==> src/rtl/nwp_ram.sv <==
// Generic simple dual-port RAM: one write port, one read port, registered read.
// No dependencies.
module nwp_ram #(
  parameter int WIDTH = 8,
  parameter int DEPTH = 16
) (
  input  logic                     clk,
  input  logic                     we,
  input  logic [$clog2(DEPTH)-1:0] waddr,
  input  logic [WIDTH-1:0]         wdata,
  input  logic [$clog2(DEPTH)-1:0] raddr,
  output logic [WIDTH-1:0]         rdata
);

  logic [WIDTH-1:0] mem [DEPTH];

  always_ff @(posedge clk) begin
    if (we) begin
      mem[waddr] <= wdata;
    end
    rdata <= mem[raddr];
  end

endmodule

==> config.mk <==
export PLATFORM = sky130hd
export DESIGN_NAME = nwp_ram
export DESIGN_NICKNAME = d
export VERILOG_FILES = /design/src/rtl/nwp_ram.sv
export SDC_FILE = /design/constraint.sdc
export NUM_CORES = 1
export LEC_CHECK = 0
export BUFFER_PORTS_ARGS = -buffer_cell sky130_fd_sc_hd__buf_2
export CAP_MARGIN = 20
export CORE_ASPECT_RATIO = 0.8
export CORE_MARGIN = 2
export CORE_UTILIZATION = 55
export DETAILED_ROUTE_END_ITERATION = 10
export PLACE_DENSITY = 0.83
export SLEW_MARGIN = 10
export SYNTH_ARGS = -nofsm -noshare
export SYNTH_HDL_FRONTEND = slang
export SYNTH_SLANG_ARGS = --single-unit
==> constraint.sdc <==
create_clock -name clk -period 2.8 [get_ports clk]
set_input_delay 0.56 -clock clk [delete_from_list [all_inputs] [get_ports clk]]
set_output_delay 0.56 -clock clk [all_outputs]
set_load 0.02 [all_outputs]
==> impl_metrics.tcl, run 1 <==
set metrics [dict create \
    status "completed" \
    ys_ff_latch 136 \
    grt_pass1_wl_um 14700 \
    seqPwrFrac_pct 49.4 \
    path_delay_family "buffers and inverters" \
    power_frac_comb_pct 4.7 \
    syn_inst 229 \
    slowest_delay_ps 540 \
    max_slew.worst_pin.slew_ps 888 \
    syn-num-nets 247 \
    crit_chain "buf_2, buf_4, mux4_1, a22oi_1, nand2_1" \
    p_int_mw 3.74 \
    relSlewSlack_pct 40.6 \
    finalPower_mw 4.65 \
    io_buffers 25 \
    slowest_stage "buf_2" \
    finalSetupViolCount 0 \
    drc_errors 0 \
    ys.warnings.count 0 \
    wirelength_um 9540 \
    sw_frac_of_total_pct 19.5 \
    endpoint_kind "flip-flop" \
    cts_inserted_buffers 17 \
    period_share_pct 59.1 \
    rsz0062_at_grt "no" \
    ys_seq_area_share_pct 77.8 \
    cts_setup_buffers 0 \
    placed_area_um2 5470 \
    grt_usage_pct 20.8 \
    p_clk_share_pct 46.0 \
    switchingPower_mw 0.905 \
    path_class "in2reg" \
    area_growth_pct 17.5 \
    cts_root_buffer "clkbuf_16" \
    antennaDiodeCount 0 \
    grt_busiest_layer "met2" \
    p_leak_nw 2.06 \
    die-area_um2 10200 \
    fin_area_um2 6050 \
    syn_area_um2 5150 \
    gp_congestion 0.742 \
    cp.required_ps 3100 \
    ant_nets 0 \
    vias 2429 \
    grt_antenna_before_repair 0 \
    finalMaxSlewViolations 0 \
    clock_latency_ps 410 \
    drtIter0Drc 283 \
    use_met1_pct 29.6 \
    cp_max_fo 30 \
    grtUsageMet2_pct 31.0 \
    final_common_cell "edfxtp_1" \
    post-route-min-period_ps 1650 \
    cts_resized 0 \
    overflow 0 \
    grt_pass1_vias 2534 \
    rows 31 \
    powerDensity_nw_per_um2 768 \
    maxCapViolations 0 \
    h-tree-depth 4 \
    synth_cell_type_count 19 \
    postCtsHoldBufs 0 \
    synth.avg_cell_area_um2 22.5 \
    layout.nets 298 \
    wire_per_inst_um 23.4 \
    start_util_pct 56.7 \
    fin_skew_ps 6.48 \
    io_pins 26 \
    dr.pass1.iters 4 \
    core_um2 9080 \
    irDropWorstVdd_mv 0.565 \
    die_x_um 112 \
    grtUsageMet3_pct 7.25 \
    cp.arrival_ps 1950 \
    grt_start_max_net_pins 33 \
    hp-class "in2reg" \
    clock_path_buffers 2 \
    clk_pin_slew_ps 60 \
    drive_gt1_share_pct 30.0 \
    layout_common_cells "edfxtp_1, buf_2, mux4_2" \
    worstPathBufferInverterCount 2 \
    cts_tree "done" \
    fin_util_pct 66.6 \
    cp-start-kind "input port" \
    viasPerCell 5.95 \
    clkSinkCount 136 \
    fmax_mhz 605 \
    finalSetupTns_ps 0 \
    die_h_um 90.5 \
    hold_viol 0 \
    hpwl_um 5940 \
]
[logic make-up after synthesis]
kind of cell    share of synthesized area, %
compound gates                          2.33
simple gates                            3.18
buf+inv                                 1.68
flops                                   77.8
mux                                     15.0
[synthesized netlist by cell type]
library cell,count,area [um^2]
or3b_2,1,8.76
nand3b_1,2,15.0
nand2b_1,2,12.5
nand3_1,1,5.00
edfxtp_1,128,3840
nor2b_1,1,6.26
buf_6,3,33.8
buf_4,1,7.51
and2b_1,1,7.51
nand2_1,9,33.8
mux4_1,14,368
buf_2,3,15.0
dfxtp_1,8,160
and2_1,1,6.26
clkdlybuf4s25_2,3,30.0
a22oi_1,16,120
nor2_1,13,48.8
nor3_1,4,20.0
mux4_2,18,405
[worst reg2reg max path: stages, from the launching register on]
cell and delay, ps:
edfxtp_1 360, mux4_1 510, a22oi_1 280, nand2_1 100
[state kept, by name (all words and copies together), names as in the netlist]
name,count
rdata,8
mem,128
[area by class of cell]
class / instances / area (um^2)
Sequential cell: 136 / 4000
Multi-Input combinational cell: 83 / 1060
Timing Repair Buffer: 42 / 265
Clock inverter: 8 / 96.3
Tap cell: 115 / 144
Fill cell: 582 / 3030
Clock buffer: 24 / 482
[final timing paths]
kind	to	slack, ps	start	cells after the start
min	mem[8][5]$_DFFE_PP_	520	wdata[5]	1
max reg2reg	rdata[0]$_DFF_P_	1430	mem[2][0]$_DFFE_PP_	3
min reg2reg	rdata[4]$_DFF_P_	680	mem[6][4]$_DFFE_PP_	3
max	rdata[2]$_DFF_P_	1150	raddr[1]	5
[metrics by stage]
step / cells / setup WS [ps] / hold WS [ps]
2_1_floorplan: 229 / 747 / 629
3_3_place_gp: 376 / 716 / 647
3_5_place_dp: 376 / 700 / 662
4_1_cts: 408 / 1150 / 514
5_1_grt: 408 / 1080 / 517
6_report: 408 / 1150 / 524
[routing by layer]
metal  wire, um  part of all wire, %
met5          0                    0
met4        106                  1.1
met3        761                  8.0
met2       4690                   49
met1       3980                   42
[power by group through the flow]
stage	clock [mW]	combinational, mW	sequential (mW)
2_1_floorplan	0	0.116	2.34
3_3_place_gp	0	0.211	2.33
4_1_cts	2.16	0.218	2.29
5_1_grt	2.27	0.235	2.30
3_5_place_dp	0	0.216	2.33
6_report	2.14	0.216	2.29
No activity file was read; power rests on OpenSTA's default activity.
==> run 2: changes to the inputs <==
==> constraint.sdc (replaced) <==
create_clock -name clk -period 1.65 [get_ports clk]
set_input_delay 0.33 -clock clk [delete_from_list [all_inputs] [get_ports clk]]
set_output_delay 0.33 -clock clk [all_outputs]
set_load 0.02 [all_outputs]
==> impl_metrics.tcl, run 2 (synthesis gave the netlist of run 1 again) <==
set metrics [dict create \
    fin_util_pct 67.0 \
    clkSinkCount 136 \
    cts_setup_buffers 0 \
    path_class "reg2reg" \
    status "completed" \
    grt_start_max_net_pins 33 \
    hpwl_um 6120 \
    seqPwrFrac_pct 50.3 \
    r2r_cells 3 \
    ant_nets 0 \
    powerDensity_nw_per_um2 1270 \
    rsz0062_at_grt "no" \
    hp-class "in2reg" \
    start_util_pct 56.7 \
    cts_root_buffer "clkbuf_16" \
    grt_pass1_vias 2582 \
    p_clk_share_pct 44.8 \
    viasPerCell 6.01 \
    gp_congestion 0.758 \
    multi_input_area_um2 1060 \
    cp.arrival_ps 1660 \
    cp_max_fo 1 \
    drtIter0Drc 275 \
    grt_pass1_wl_um 14900 \
    rows 31 \
    grt_usage_pct 21.2 \
    irDropWorstVdd_mv 0.895 \
    drive_gt1_share_pct 30.6 \
    p_int_mw 6.25 \
    die_x_um 112 \
    power_frac_comb_pct 4.9 \
    fmax_mhz 731 \
    core_um2 9080 \
    layout.nets 302 \
    largest-register "mem" \
    grt_antenna_before_repair 0 \
    postCtsHoldBufs 0 \
    cts_tree "done" \
    layout_common_cells "edfxtp_1, buf_2, mux4_2, buf_4, clkbuf_16" \
    fin_skew_ps 6.89 \
    h-tree-depth 4 \
    io_pins 26 \
    cts_resized 0 \
    die_h_um 90.5 \
    placed_area_um2 5530 \
    p_leak_nw 2.09 \
    sw_frac_of_total_pct 19.3 \
    area_growth_pct 18.2 \
    wirelength_um 9750 \
    post-route-min-period_ps 1370 \
    hold_viol 0 \
    wire_per_inst_um 23.7 \
    drc_errors 0 \
    fin_area_um2 6080 \
    finalMaxSlewViolations 0 \
    cp-start-kind "flip-flop" \
    hp-start "wdata[7]" \
    switchingPower_mw 1.50 \
    cp.required_ps 1940 \
    clock_path_buffers 2 \
    vias 2478 \
    relSlewSlack_pct 48.7 \
    finalSetupViolCount 0 \
    largest_reg_flops 128 \
    overflow 0 \
    die-area_um2 10200 \
    reg_top3 "mem x128, rdata x8" \
    endpoint_kind "flip-flop" \
    min_to "mem[11][7]$_DFFE_PP_" \
    io_buffers 25 \
    clock_latency_ps 410 \
    antennaDiodeCount 0 \
    regArea_um2 4000 \
    period_share_pct 82.9 \
    r2r-start "mem[6][0]$_DFFE_PP_" \
    cts_inserted_buffers 17 \
    hold_path_depth 1 \
    r2r_setup_slack_ps 280 \
    maxCapViolations 0 \
    max_slew.worst_pin.slew_ps 768 \
    hold_ws_ps 307 \
    dr.pass1.iters 5 \
    final_common_cell "edfxtp_1" \
    fillers 591 \
    clk_pin_slew_ps 50 \
    timing.rr.end "rdata[0]$_DFF_P_" \
]
[run 2: power groups by stage]
stage | clock network [mW] | registers, mW | logic, mW
3_5_place_dp | 0 | 3.96 | 0.386
4_1_cts | 3.54 | 3.90 | 0.389
5_1_grt | 3.68 | 3.90 | 0.416
3_3_place_gp | 0 | 3.96 | 0.372
6_report | 3.47 | 3.90 | 0.384
2_1_floorplan | 0 | 3.98 | 0.196
[run 2: metrics by stage]
stage | power, mW | setup TNS, ps | setup WS [ps] | std cells
floorplan | 4.18 | 0 | 53.9 | 229
global placement | 4.33 | -194 | -77.7 | 380
detailed placement | 4.35 | -345 | -80.3 | 380
CTS | 7.82 | 0 | 309 | 412
global route | 7.99 | 0 | 229 | 412
finish | 7.75 | 0 | 283 | 412
[run 2: area by class of cell]
class,instances,area share (%)
well taps,115,2.37
clock inverters,4,0.741
flip-flops and latches,136,65.8
multi-input cells,83,17.5
clock buffers,28,8.33
repair buffers,46,5.27
[run 2: worst max path at each step]
stage / start / endpoint / slack, ps / cells past startpoint
after global routing: mem[6][0]$_DFFE_PP_ / rdata[0]$_DFF_P_ / 230 / 3
after floorplan: waddr[2] / mem[3][0]$_DFFE_PP_ / 50 / 2
after detailed placement: raddr[0] / rdata[0]$_DFF_P_ / -80 / 5
after CTS: mem[1][5]$_DFFE_PP_ / rdata[5]$_DFF_P_ / 310 / 3
final: mem[6][0]$_DFFE_PP_ / rdata[0]$_DFF_P_ / 280 / 3
after global placement: raddr[0] / rdata[0]$_DFF_P_ / -80 / 5
[run 2: worst max-delay path, cell delays in order (launching register included)]
cell,delay (ps)
edfxtp_1,370
mux4_1,520
a22oi_1,270
nand2_1,80
[run 2: layer usage]
layer | GRT usage, % | vias up | part of all wire, %
met4 | 7.01 | 0 | 1.3
li1 | - | 1083 | -
met3 | 7.05 | 16 | 8.2
met1 | 30.3 | 1273 | 42
met2 | 31.5 | 106 | 48
met5 | 0 | - | 0
